`config.mk`:
```
export PLATFORM = sky130hd
export DESIGN_NAME = id3v2_tag_header_walker_flat
export DESIGN_NICKNAME = d
export VERILOG_FILES = /design/src/rtl/id3w_pkg.sv /design/src/rtl/id3w_if.sv /design/src/rtl/id3w_parser.sv /design/src/rtl/id3w_out_fifo.sv /design/src/rtl/id3v2_tag_header_walker.sv /design/src/flat_wrapper.sv
export SDC_FILE = /design/constraint.sdc
export NUM_CORES = 2
export LEC_CHECK = 0
export ABC_CLOCK_PERIOD_IN_PS = 15020
export BUFFER_PORTS_ARGS = -buffer_cell sky130_fd_sc_hd__buf_2
export CAP_MARGIN = 10
export CORE_MARGIN = 5
export CORE_UTILIZATION = 50
export CTS_CLUSTER_DIAMETER = 200
export DETAILED_ROUTE_END_ITERATION = 10
export PLACE_DENSITY = 0.68
export SYNTH_ARGS = -nofsm -noshare
export SYNTH_HDL_FRONTEND = slang
export SYNTH_HIERARCHICAL = 1
export SYNTH_SLANG_ARGS = --single-unit
```
`constraint.sdc`:
```
create_clock -name clk -period 15.02 [get_ports clk]
set_input_delay 0.751 -clock clk [delete_from_list [all_inputs] [get_ports clk]]
set_output_delay 0.751 -clock clk [all_outputs]
set_load 0.01 [all_outputs]
```
`src/rtl/id3w_pkg.sv`:
```
// types and constants of the tag header walker
`default_nettype none

package id3w_pkg;

  localparam int TAG_HDR_LEN     = 10;
  localparam int OLD_FRAME_HDR   = 6;
  localparam int NEW_FRAME_HDR   = 10;
  localparam int SIZE_BYTE_FIRST = 6;
  localparam int FIFO_DEPTH      = 4;
  localparam int PTR_W           = $clog2(FIFO_DEPTH);
  localparam int CNT_W           = $clog2(FIFO_DEPTH + 1);

  typedef enum logic [1:0] {
    PH_IDLE,
    PH_HEADER,
    PH_FRAME,
    PH_PAYLOAD
  } phase_t;

  typedef enum logic [2:0] {
    KIND_HDR_OK  = 3'd0,
    KIND_HDR_ERR = 3'd1,
    KIND_FRAME   = 3'd2,
    KIND_PAD     = 3'd3,
    KIND_END     = 3'd4
  } kind_t;

  typedef struct packed {
    logic [2:0]  kind;
    logic [31:0] frame_id;
    logic [31:0] frame_size;
    logic [7:0]  frame_flags;
    logic [27:0] tag_size;
    logic [7:0]  major_version;
    logic [7:0]  revision;
    logic [3:0]  tag_flags;
    logic        footer_conflict;
    logic        last_of_run;
  } result_t;

  // results raised by one accepted byte, in order
  typedef struct packed {
    logic [1:0] count;
    result_t    first;
    result_t    second;
  } push_t;

endpackage

`default_nettype wire

```
`src/rtl/id3w_if.sv`:
```
// byte input and result output channel interfaces
`default_nettype none

interface id3w_in_if;
  logic       valid;
  logic       ready;
  logic [7:0] data_byte;
  logic       tag_start;

  modport source (output valid, output data_byte, output tag_start, input ready);
  modport sink (input valid, input data_byte, input tag_start, output ready);
endinterface

interface id3w_out_if;
  logic        valid;
  logic        ready;
  logic [2:0]  kind;
  logic [31:0] frame_id;
  logic [31:0] frame_size;
  logic [7:0]  frame_flags;
  logic [27:0] tag_size;
  logic [7:0]  major_version;
  logic [7:0]  revision;
  logic [3:0]  tag_flags;
  logic        footer_conflict;
  logic        last_of_run;

  modport source (output valid, output kind, output frame_id, output frame_size,
                  output frame_flags, output tag_size, output major_version,
                  output revision, output tag_flags, output footer_conflict,
                  output last_of_run, input ready);
  modport sink (input valid, input kind, input frame_id, input frame_size,
                input frame_flags, input tag_size, input major_version,
                input revision, input tag_flags, input footer_conflict,
                input last_of_run, output ready);
endinterface

`default_nettype wire

```
`src/rtl/id3w_parser.sv`:
```
// tag header and frame header parse state, one byte per transfer
`default_nettype none

module id3w_parser (
  input  wire logic            clk,
  input  wire logic            rst,
  input  wire logic            accept,
  input  wire logic [7:0]      data_byte,
  input  wire logic            tag_start,
  output id3w_pkg::push_t      push
);
  import id3w_pkg::*;

  phase_t      phase, phase_next;
  logic [3:0]  byte_index, byte_index_next;
  logic [63:0] collected_bytes, collected_bytes_next;
  logic        size_byte_bad, size_byte_bad_next;
  logic [27:0] held_tag_size, held_tag_size_next;
  logic [7:0]  held_version, held_version_next;
  logic [7:0]  held_revision, held_revision_next;
  logic [3:0]  held_tag_flags, held_tag_flags_next;
  logic [27:0] tag_position, tag_position_next;
  logic [31:0] payload_left, payload_left_next;
  logic [7:0]  flag_acc, flag_acc_next;

  function automatic logic [27:0] synchsafe(input logic [31:0] raw);
    synchsafe = {raw[30:24], raw[22:16], raw[14:8], raw[6:0]};
  endfunction

  function automatic logic [3:0] hdr_len(input logic [7:0] version);
    hdr_len = (version <= 8'd2) ? 4'(OLD_FRAME_HDR) : 4'(NEW_FRAME_HDR);
  endfunction

  function automatic result_t make_res(input kind_t kind, input logic [31:0] id,
                                       input logic [31:0] size, input logic [7:0] flags,
                                       input logic conflict, input logic [27:0] tsize,
                                       input logic [7:0] ver, input logic [7:0] rev,
                                       input logic [3:0] tflags);
    result_t r;
    r.kind            = kind;
    r.frame_id        = id;
    r.frame_size      = size;
    r.frame_flags     = flags;
    r.tag_size        = tsize;
    r.major_version   = ver;
    r.revision        = rev;
    r.tag_flags       = tflags;
    r.footer_conflict = conflict;
    r.last_of_run     = 1'b0;
    make_res = r;
  endfunction

  phase_t      ph;
  logic [3:0]  bi;
  logic [63:0] cb;
  logic        bad;
  logic [3:0]  hl;
  logic [27:0] hdr_size;
  logic [31:0] fr_id, fr_size;
  logic [7:0]  fr_flags;
  logic [32:0] next_start;
  logic [27:0] limit;
  result_t     res0, res1;
  logic [1:0]  n;

  always_comb begin
    phase_next           = phase;
    byte_index_next      = byte_index;
    collected_bytes_next = collected_bytes;
    size_byte_bad_next   = size_byte_bad;
    held_tag_size_next   = held_tag_size;
    held_version_next    = held_version;
    held_revision_next   = held_revision;
    held_tag_flags_next  = held_tag_flags;
    tag_position_next    = tag_position;
    payload_left_next    = payload_left;
    flag_acc_next        = flag_acc;
    res0                 = '0;
    res1                 = '0;
    n                    = 2'd0;
    hl                   = hdr_len(held_version);
    hdr_size             = '0;
    fr_id                = '0;
    fr_size              = '0;
    fr_flags             = '0;
    next_start           = '0;
    limit                = '0;

    // a start mark restarts the header parse from any phase
    ph  = tag_start ? PH_HEADER : phase;
    bi  = tag_start ? 4'd0 : byte_index;
    cb  = tag_start ? 64'd0 : collected_bytes;
    bad = tag_start ? 1'b0 : size_byte_bad;

    if (accept) begin
      phase_next           = ph;
      byte_index_next      = bi;
      collected_bytes_next = cb;
      size_byte_bad_next   = bad;

      case (ph)
        PH_HEADER: begin
          collected_bytes_next = {cb[55:0], data_byte};
          size_byte_bad_next   = bad | ((bi >= 4'(SIZE_BYTE_FIRST)) & data_byte[7]);
          byte_index_next      = bi + 4'd1;
          if (bi == 4'(TAG_HDR_LEN - 1)) begin
            hdr_size            = synchsafe(collected_bytes_next[31:0]);
            held_version_next   = collected_bytes_next[55:48];
            held_revision_next  = collected_bytes_next[47:40];
            held_tag_flags_next = collected_bytes_next[39:36];
            hl                  = hdr_len(held_version_next);
            byte_index_next     = 4'd0;
            if (size_byte_bad_next || hdr_size == 28'd0) begin
              held_tag_size_next = '0;
              res0 = make_res(KIND_HDR_ERR, '0, '0, '0, 1'b0, '0, held_version_next,
                              held_revision_next, held_tag_flags_next);
              n          = 2'd1;
              phase_next = PH_IDLE;
            end else begin
              held_tag_size_next = hdr_size;
              res0 = make_res(KIND_HDR_OK, '0, '0, '0, 1'b0, hdr_size, held_version_next,
                              held_revision_next, held_tag_flags_next);
              n = 2'd1;
              if (hdr_size <= {24'd0, hl}) begin
                res1 = make_res(KIND_END, '0, '0, '0, 1'b0, hdr_size, held_version_next,
                                held_revision_next, held_tag_flags_next);
                n          = 2'd2;
                phase_next = PH_IDLE;
              end else begin
                phase_next           = PH_FRAME;
                tag_position_next    = '0;
                collected_bytes_next = '0;
                flag_acc_next        = '0;
              end
            end
          end
        end

        PH_FRAME: begin
          if (bi == 4'd0 && data_byte == 8'd0) begin
            // padding at a frame start
            res0 = make_res(KIND_PAD, '0, '0, '0, held_tag_flags[0], held_tag_size,
                            held_version, held_revision, held_tag_flags);
            n          = 2'd1;
            phase_next = PH_IDLE;
          end else begin
            if (bi < 4'd8) begin
              collected_bytes_next = {cb[55:0], data_byte};
            end else if (bi == 4'd8) begin
              flag_acc_next = (held_version == 8'd3) ? {data_byte[7:5], 5'd0}
                                                     : {data_byte[6:4], 5'd0};
            end else begin
              flag_acc_next = flag_acc | ((held_version == 8'd3)
                ? {3'd0, data_byte[7:5], 2'd0}
                : {3'd0, data_byte[3], data_byte[2], data_byte[6], data_byte[1:0]});
            end
            byte_index_next = bi + 4'd1;
            if (byte_index_next == hl) begin
              if (held_version <= 8'd2) begin
                fr_id    = {8'd0, collected_bytes_next[47:24]};
                fr_size  = {8'd0, collected_bytes_next[23:0]};
                fr_flags = '0;
              end else begin
                fr_id    = collected_bytes_next[63:32];
                fr_size  = (held_version == 8'd3) ? collected_bytes_next[31:0]
                                                  : {4'd0, synchsafe(collected_bytes_next[31:0])};
                fr_flags = flag_acc_next;
              end
              res0 = make_res(KIND_FRAME, fr_id, fr_size, fr_flags, 1'b0, held_tag_size,
                              held_version, held_revision, held_tag_flags);
              n                    = 2'd1;
              byte_index_next      = 4'd0;
              collected_bytes_next = '0;
              flag_acc_next        = '0;
              next_start = {5'd0, tag_position} + {29'd0, hl} + {1'b0, fr_size};
              limit      = held_tag_size - {24'd0, hl};
              // tag ends once the next frame start reaches the limit
              if (next_start >= {5'd0, limit}) begin
                res1 = make_res(KIND_END, '0, '0, '0, 1'b0, held_tag_size, held_version,
                                held_revision, held_tag_flags);
                n          = 2'd2;
                phase_next = PH_IDLE;
              end else begin
                tag_position_next = next_start[27:0];
                payload_left_next = fr_size;
                phase_next        = (fr_size != 32'd0) ? PH_PAYLOAD : PH_FRAME;
              end
            end
          end
        end

        PH_PAYLOAD: begin
          if (payload_left != 32'd0) begin
            payload_left_next = payload_left - 32'd1;
          end
          if (payload_left_next == 32'd0) begin
            phase_next      = PH_FRAME;
            byte_index_next = 4'd0;
          end
        end

        default: begin
        end
      endcase
    end

    if (n == 2'd2) begin
      res1.last_of_run = 1'b1;
    end else begin
      res0.last_of_run = 1'b1;
    end
    push.count  = n;
    push.first  = res0;
    push.second = res1;
  end

  always_ff @(posedge clk) begin
    if (rst) begin
      phase           <= PH_IDLE;
      byte_index      <= '0;
      collected_bytes <= '0;
      size_byte_bad   <= 1'b0;
      held_tag_size   <= '0;
      held_version    <= '0;
      held_revision   <= '0;
      held_tag_flags  <= '0;
      tag_position    <= '0;
      payload_left    <= '0;
      flag_acc        <= '0;
    end else begin
      phase           <= phase_next;
      byte_index      <= byte_index_next;
      collected_bytes <= collected_bytes_next;
      size_byte_bad   <= size_byte_bad_next;
      held_tag_size   <= held_tag_size_next;
      held_version    <= held_version_next;
      held_revision   <= held_revision_next;
      held_tag_flags  <= held_tag_flags_next;
      tag_position    <= tag_position_next;
      payload_left    <= payload_left_next;
      flag_acc        <= flag_acc_next;
    end
  end

endmodule

`default_nettype wire

```
`src/rtl/id3w_out_fifo.sv`:
```
// result queue, up to two writes and one read per cycle
`default_nettype none

module id3w_out_fifo (
  input  wire logic              clk,
  input  wire logic              rst,
  input  wire id3w_pkg::push_t   push,
  input  wire logic              pop,
  output id3w_pkg::result_t      head,
  output logic                   not_empty,
  output logic                   has_room
);
  import id3w_pkg::*;

  result_t          entries [FIFO_DEPTH];
  logic [PTR_W-1:0] wr_ptr, rd_ptr;
  logic [CNT_W-1:0] count;

  assign head      = entries[rd_ptr];
  assign not_empty = (count != '0);
  // room for the two results a single byte can raise
  assign has_room  = (count <= CNT_W'(FIFO_DEPTH - 2));

  always_ff @(posedge clk) begin
    if (push.count != 2'd0) begin
      entries[wr_ptr] <= push.first;
    end
    if (push.count == 2'd2) begin
      entries[wr_ptr + PTR_W'(1)] <= push.second;
    end
  end

  always_ff @(posedge clk) begin
    if (rst) begin
      wr_ptr <= '0;
      rd_ptr <= '0;
      count  <= '0;
    end else begin
      wr_ptr <= wr_ptr + PTR_W'(push.count);
      rd_ptr <= rd_ptr + PTR_W'(pop);
      count  <= count + CNT_W'(push.count) - CNT_W'(pop);
    end
  end

endmodule

`default_nettype wire

```
`src/rtl/id3v2_tag_header_walker.sv`:
```
// tag header and frame header walker top level
//
// stream: one tag byte per transfer, tag_start high on byte 0 of a tag
// header; a start mark restarts the parse in any phase. bytes outside a
// tag (no start mark seen, or after an error, padding or tag end) are
// taken and dropped.
// result: one result item per transfer. a byte raises zero, one or two
// results; last_of_run marks the final one of each byte.
// output: a result is written into the result queue when the byte that
// raised it is transferred, and is offered from the head of the queue.
// throughput: one byte per cycle. results wait in a four-entry queue;
// stream.ready falls while more than two results are pending. under a
// stalled receiver, bytes that raise no result keep flowing until that
// point, then the sender is held off and no result is lost.
// reset: parse goes idle with all held header values zero and the queue
// is emptied; the next tag begins at the next start mark.
`default_nettype none

module id3v2_tag_header_walker (
  input  wire logic   clk,
  input  wire logic   rst,
  id3w_in_if.sink     stream,
  id3w_out_if.source  result
);
  import id3w_pkg::*;

  logic    accept;
  logic    pop;
  logic    has_room;
  logic    not_empty;
  push_t   push;
  result_t head;

  assign stream.ready = has_room;
  assign accept       = stream.valid & has_room;
  assign result.valid = not_empty;
  assign pop          = not_empty & result.ready;

  id3w_parser u_parser (
    .clk       (clk),
    .rst       (rst),
    .accept    (accept),
    .data_byte (stream.data_byte),
    .tag_start (stream.tag_start),
    .push      (push)
  );

  id3w_out_fifo u_fifo (
    .clk       (clk),
    .rst       (rst),
    .push      (push),
    .pop       (pop),
    .head      (head),
    .not_empty (not_empty),
    .has_room  (has_room)
  );

  assign result.kind            = head.kind;
  assign result.frame_id        = head.frame_id;
  assign result.frame_size      = head.frame_size;
  assign result.frame_flags     = head.frame_flags;
  assign result.tag_size        = head.tag_size;
  assign result.major_version   = head.major_version;
  assign result.revision        = head.revision;
  assign result.tag_flags       = head.tag_flags;
  assign result.footer_conflict = head.footer_conflict;
  assign result.last_of_run     = head.last_of_run;

endmodule

`default_nettype wire

```
`src/flat_wrapper.sv`:
```
// flat-port wrapper written by rule: the top's interface ports become plain ports
module id3v2_tag_header_walker_flat import id3w_pkg::*;
  (clk, rst, stream_valid, stream_data_byte, stream_tag_start, stream_ready, result_valid, result_kind, result_frame_id, result_frame_size, result_frame_flags, result_tag_size, result_major_version, result_revision, result_tag_flags, result_footer_conflict, result_last_of_run, result_ready);
  id3w_in_if stream_i ();
  id3w_out_if result_i ();
  input  wire logic clk;
  input  wire logic rst;
  input wire logic [$bits(stream_i.valid)-1:0] stream_valid;
  input wire logic [$bits(stream_i.data_byte)-1:0] stream_data_byte;
  input wire logic [$bits(stream_i.tag_start)-1:0] stream_tag_start;
  output wire logic [$bits(stream_i.ready)-1:0] stream_ready;
  output wire logic [$bits(result_i.valid)-1:0] result_valid;
  output wire logic [$bits(result_i.kind)-1:0] result_kind;
  output wire logic [$bits(result_i.frame_id)-1:0] result_frame_id;
  output wire logic [$bits(result_i.frame_size)-1:0] result_frame_size;
  output wire logic [$bits(result_i.frame_flags)-1:0] result_frame_flags;
  output wire logic [$bits(result_i.tag_size)-1:0] result_tag_size;
  output wire logic [$bits(result_i.major_version)-1:0] result_major_version;
  output wire logic [$bits(result_i.revision)-1:0] result_revision;
  output wire logic [$bits(result_i.tag_flags)-1:0] result_tag_flags;
  output wire logic [$bits(result_i.footer_conflict)-1:0] result_footer_conflict;
  output wire logic [$bits(result_i.last_of_run)-1:0] result_last_of_run;
  input wire logic [$bits(result_i.ready)-1:0] result_ready;
  assign stream_i.valid = stream_valid;
  assign stream_i.data_byte = stream_data_byte;
  assign stream_i.tag_start = stream_tag_start;
  assign stream_ready = stream_i.ready;
  assign result_valid = result_i.valid;
  assign result_kind = result_i.kind;
  assign result_frame_id = result_i.frame_id;
  assign result_frame_size = result_i.frame_size;
  assign result_frame_flags = result_i.frame_flags;
  assign result_tag_size = result_i.tag_size;
  assign result_major_version = result_i.major_version;
  assign result_revision = result_i.revision;
  assign result_tag_flags = result_i.tag_flags;
  assign result_footer_conflict = result_i.footer_conflict;
  assign result_last_of_run = result_i.last_of_run;
  assign result_i.ready = result_ready;
  id3v2_tag_header_walker u_core (.clk(clk), .rst(rst), .stream(stream_i), .result(result_i));
endmodule
```
Word level (Yosys, flattened, before mapping)
Memory sizes are Yosys's and may differ from the RTL's. A register that Yosys moved wholly into a read port is not among the register bits.
Index checks and enable logic that the tools add are counted.
Word-level totals
  output and inout bits: 127
  register bits: 194
  memories kept: 1
  input bits: 13
  bits in writable memories: 500
  word-level logic and storage cells: 157
Memories
  u_core.u_fifo.entries: words 4, width 125, rd ports 1, clocked after memory_dff 1, write ports 2, RTL line id3w_out_fifo.sv:15  | result_t entries [FIFO_DEPTH];
Operators by class
  reductions and logical operators: 16
  add/subtract/negate cells: 10
  mux-type cells: 90
  equal/unequal tests: 14
  bitwise logic cells: 5
  order comparisons: 7
Operators with widths (count)
  $mux 125: 7
  $mux 64: 7
  $mux 32: 13
  $mux 124: 3
  $pmux 125 s2: 1
  $pmux 124 s2: 1
  $mux 123: 2
  $mux 28: 7
  $pmux 64 s2: 1
  $mux 8: 9
  $pmux 32 s2: 1
  $reduce_bool 32->1: 2
  $pmux 28 s2: 1
  $add 29x32->33: 1
  $ge 33x28->1: 1
  $logic_not 32->1: 1
  $mux 2: 16
  $sub 32x1->32 const B: 1
  $add 28x4->29: 1
  $le 28x4->1: 1
  $logic_not 28->1: 1
  $mux 4: 7
  $sub 28x4->28: 1
  $le 8x2->1 const B: 2
  other kinds (34): 54

Logic depth before layout (Yosys ltp)
  depth in word-level cells: 19
  mapped depth: 38
  depth with buffers taken out: 33

Modules after synthesis
Netlist, hierarchy kept.
By module, submodules not included
  id3w_out_fifo: area each 24423.4 um^2, instances 1, cells each 1251, sequential area each 15154.5 um^2
  id3w_parser: area each 16042.9 um^2, instances 1, cells each 2180, sequential area each 3743.6 um^2
  id3v2_tag_header_walker: area each 12.5 um^2, instances 1, cells each 2, sequential area each 0.0 um^2

Least setup slack after synthesis
No wires, ideal clock.
  path kind: input -> register
  start: input stream_tag_start
  end: memory u_core/u_fifo/entries[0][0] in the netlist's numbering (enable)
  setup slack: -1520 ps
  data arrival time: 15758 ps
  library setup time: 782 ps
  data required time: 14238 ps
  cell stages on the path: 28
  path buffers: 2
  cells stage by stage: clkbuf_1 clkinv_1 nand2_1 clkbuf_1 mux2i_1 inv_1 fa_1 ha_1 nor2b_1 o311ai_0 nand2_1 o31a_1 a21oi_1 nor3_1 or2_2 a311oi_1 xnor2_1 ha_1 and3_1 a41oi_1 o311ai_1 a211oi_1 o41ai_1 nor4_4 nand3_1 a31oi_1 o21bai_1 o21ai_0
RTL lines
  start, declared: RTL line flat_wrapper.sv:10  | input wire logic [$bits(stream_i.tag_start)-1:0] stream_tag_start;
  end, declared: RTL line id3w_out_fifo.sv:15

==> impl_metrics.tcl <==
set metrics [dict create \
    outcome "finished clean" \
    crit_path_max_fanout 55 \
    grt_pass1_vias 28700 \
    syn-instance-count 3433 \
    final_cell_mix "500 x edfxtp_1, 414 x mux2_1, 265 x nand2_1, 191 x dfxtp_1, 190 x a21oi_1" \
    crit_path_frequent_cell "buf_4" \
    critical-path-top-delay-family "compound AO/OA/AOI/OAI gates" \
    clock_latency_ps 630 \
    route.detailed.drc 0 \
    design_area_sq_mm 0.0441 \
    syn_avg_cell_area_sq_um 11.8 \
    synthTopCellsByArea "edfxtp_1 37%, mux2_1 12%, dfxtp_1 9.6%, mux4_2 7.1%, ha_1 3.2%" \
    num_rows 104 \
    fillers 6773 \
    finalPower_mw 4.98 \
    core_sq_mm 0.0804 \
    crit_type "in2reg" \
    cts.sinks 694 \
    finalSetupViolations 0 \
    max-vdd-ir-drop_uv 72.6 \
    cts_tree "yes" \
    root_buffer "clkbuf_16" \
    tightest_slew_ps 1120 \
    start_util_pct 50.3 \
    fmax_mhz 89.1 \
    post_drt_wl_per_cell_microns 25.0 \
    synth_edf_count 500 \
    grtUsageTotal_pct 26.0 \
    hold_buffers 0 \
    relSlewSlack_pct 25.2 \
    cts_buffers 75 \
    routabilityCongestion 0.930 \
    vias 28900 \
    cp-end-kind "flop" \
    dieArea_sq_mm 0.0867 \
    hp-start "stream_data_byte[7]" \
    die_w_microns 295 \
    r2r-start "u_core/u_parser/held_version[2]$_SDFFE_PP0P_" \
    start_kind "input pin" \
    async_flop_share_pct 0 \
    clkTransAtPathRegs_ps 60 \
    ff_latch_area_sq_mm 0.0189 \
    seq_area_frac_synth_pct 46.7 \
    hp-class "in2reg" \
    layout_commonest_cell "edfxtp_1" \
    synth_top_area_share_pct 37.1 \
    hpwl_microns 74000 \
    critPathSlowestCell "nand2_1" \
    cts.path.max_buffers 3 \
    post-route-period-util_pct 74.7 \
    yosys_warnings 6 \
    placed_area_sq_mm 0.0416 \
    p_leak_nw 16.7 \
    post_cts_resized 0 \
    avgViaCountPerCell 6.31 \
    postCtsSetupBuffers 0 \
    hold_slack_ps 440 \
    multi_input_area_sq_mm 0.0200 \
    min_period_ps 11230 \
    antenna_left 0 \
    path_buf_inv 5 \
    fp.dieH_microns 295 \
    grt_pass1_wl_microns 177000 \
    critPathMaxStageDelay_ps 970 \
    ys_seq_elements 694 \
    crit_start "stream_tag_start" \
    detailedRoute.firstIterationViolations 3100 \
    drt_wl_total_microns 115000 \
    cap_violations 0 \
    grt_max_degree 126 \
    area_growth_pct 8.88 \
    hold_viol 0 \
    io_buffers 139 \
    synthFlopType "edfxtp_1" \
    rsz0062_at_grt "false" \
    h-tree-depth 3 \
    ios 140 \
    slew_viol_final 0 \
    drive_gt1_share_pct 16.0 \
    antenna_found_initial 2 \
    critPathRequiredTime_ps 15240 \
    cp_data_arrival_time_ps 11450 \
    syn_area_sq_mm 0.0405 \
    synth_top_area_cell "edfxtp_1" \
    power_density_mw_per_mm2 113 \
    setup-tns-final_ps 0 \
    ys_types 86 \
    fin_skew_ps 40.2 \
    overflow 0 \
    fin_nets 3574 \
    drtPass1Iterations 8 \
]
Yosys cell counts (all sizes together), types with 9 or more instances:
master and count:
mux4 128, a22o 114, nor4 30, o211ai 11, and3 39, nand2 267, ha 102, a221oi 18
nor2 187, nand4 15, dfxtp 194, mux2i 51, o31ai 13, o32ai 13, nor3 59, nor2b 45
nand3 65, a21o 15, edfxtp 500, or3 9, clkbuf 148, mux2 504, a31oi 13, o31a 11
a211oi 30, xor2 20, xnor2 44, o2bb2ai 9, or4 13, nand2b 32, o21ai 124, inv 57
buf 180, a22oi 49, and2 38, a21oi 190
stage by stage:
step	setup WS, ps	cells	util, %
2_1_floorplan	1590	3508	-
3_3_place_gp	3720	4436	51.7
3_5_place_dp	3410	4436	51.7
4_1_cts	4000	4574	54.8
5_1_grt	3250	4575	54.8
6_report	3790	4578	54.8
power by group:
part | internal [mW] | total [mW] | switching, mW | leakage, nW
logic | 0.466 | 1.02 | 0.551 | 9.42
clock network | 1.07 | 1.86 | 0.792 | 1.20
registers | 2.05 | 2.10 | 0.0559 | 6.07
total | 3.58 | 4.98 | 1.40 | 16.7
flip-flops by register name, indices dropped and copies added, names as in the netlist, 2 cells and up:
name                             flops
u_core/u_parser/phase                2
u_core/u_parser/byte_index           4
u_core/u_parser/payload_left        32
u_core/u_fifo/wr_ptr                 2
u_core/u_parser/held_tag_flags       4
u_core/u_parser/held_revision        8
u_core/u_fifo/rd_ptr                 2
u_core/u_fifo/entries              500
u_core/u_fifo/count                  3
u_core/u_parser/held_tag_size       28
u_core/u_parser/held_version         8
u_core/u_parser/collected_bytes     64
u_core/u_parser/flag_acc             8
u_core/u_parser/tag_position        28
worst register-to-register path, delay by kind of cell, from the launching register on:
kind            cells  cell delay (ps)
compound gates     12             3860
mux                 1              630
xor+xnor            1              230
simple gates        9             2860
fa+ha+maj           3             1060
buf+inv             3             1250
flops               1              330
per-layer routing:
layer / GRT usage [%] / share of wire [%] / vias up
met2: 42.1 / 47 / 1221
met3: 4.30 / 7.8 / 195
met1: 36.6 / 42 / 14500
met4: 7.24 / 2.7 / 2
li1: - / - / 13000
met5: 0 / 0.010 / -
cells by family (layout without fill, tap and decap cells):
group                      count (synthesis)  after routing  share of synthesized area, %
and+or+nand+nor                          827            827                          9.91
DFF                                      694            694                          46.7
muxes                                    683            683                          22.4
AOI/OAI and AO/OA                        668            668                          11.2
buffers and inverters                    387            394                          4.92
adders and majority gates                107            107                          3.40
xor gates and xnor gates                  66             66                          1.50
other                                      1             79                       0.00926
final timing paths:
check | end | slack [ps] | cells after the start
worst max-delay path | u_core/u_fifo/entries[2][49]$_DFFE_PP_ | 3790 | 29
worst min register to register | u_core/u_parser/phase[1]$_SDFFE_PP0P_ | 460 | 2
worst max register to register | u_core/u_fifo/entries[2][49]$_DFFE_PP_ | 4340 | 29
worst min-delay path | u_core/u_parser/collected_bytes[7]$_SDFFE_PP0P_ | 440 | 3
cell type report:
type / count / share of cell area, %
multi-input cells: 2427 / 45.3
well taps: 1060 / 3.01
clock inverters: 40 / 0.948
flip-flops and latches: 694 / 42.9
clock buffers: 98 / 4.63
repair buffers: 197 / 2.71
inverters: 59 / 0.502
diodes: 3 / 0.0170
No activity file was read; power rests on OpenSTA's default activity.
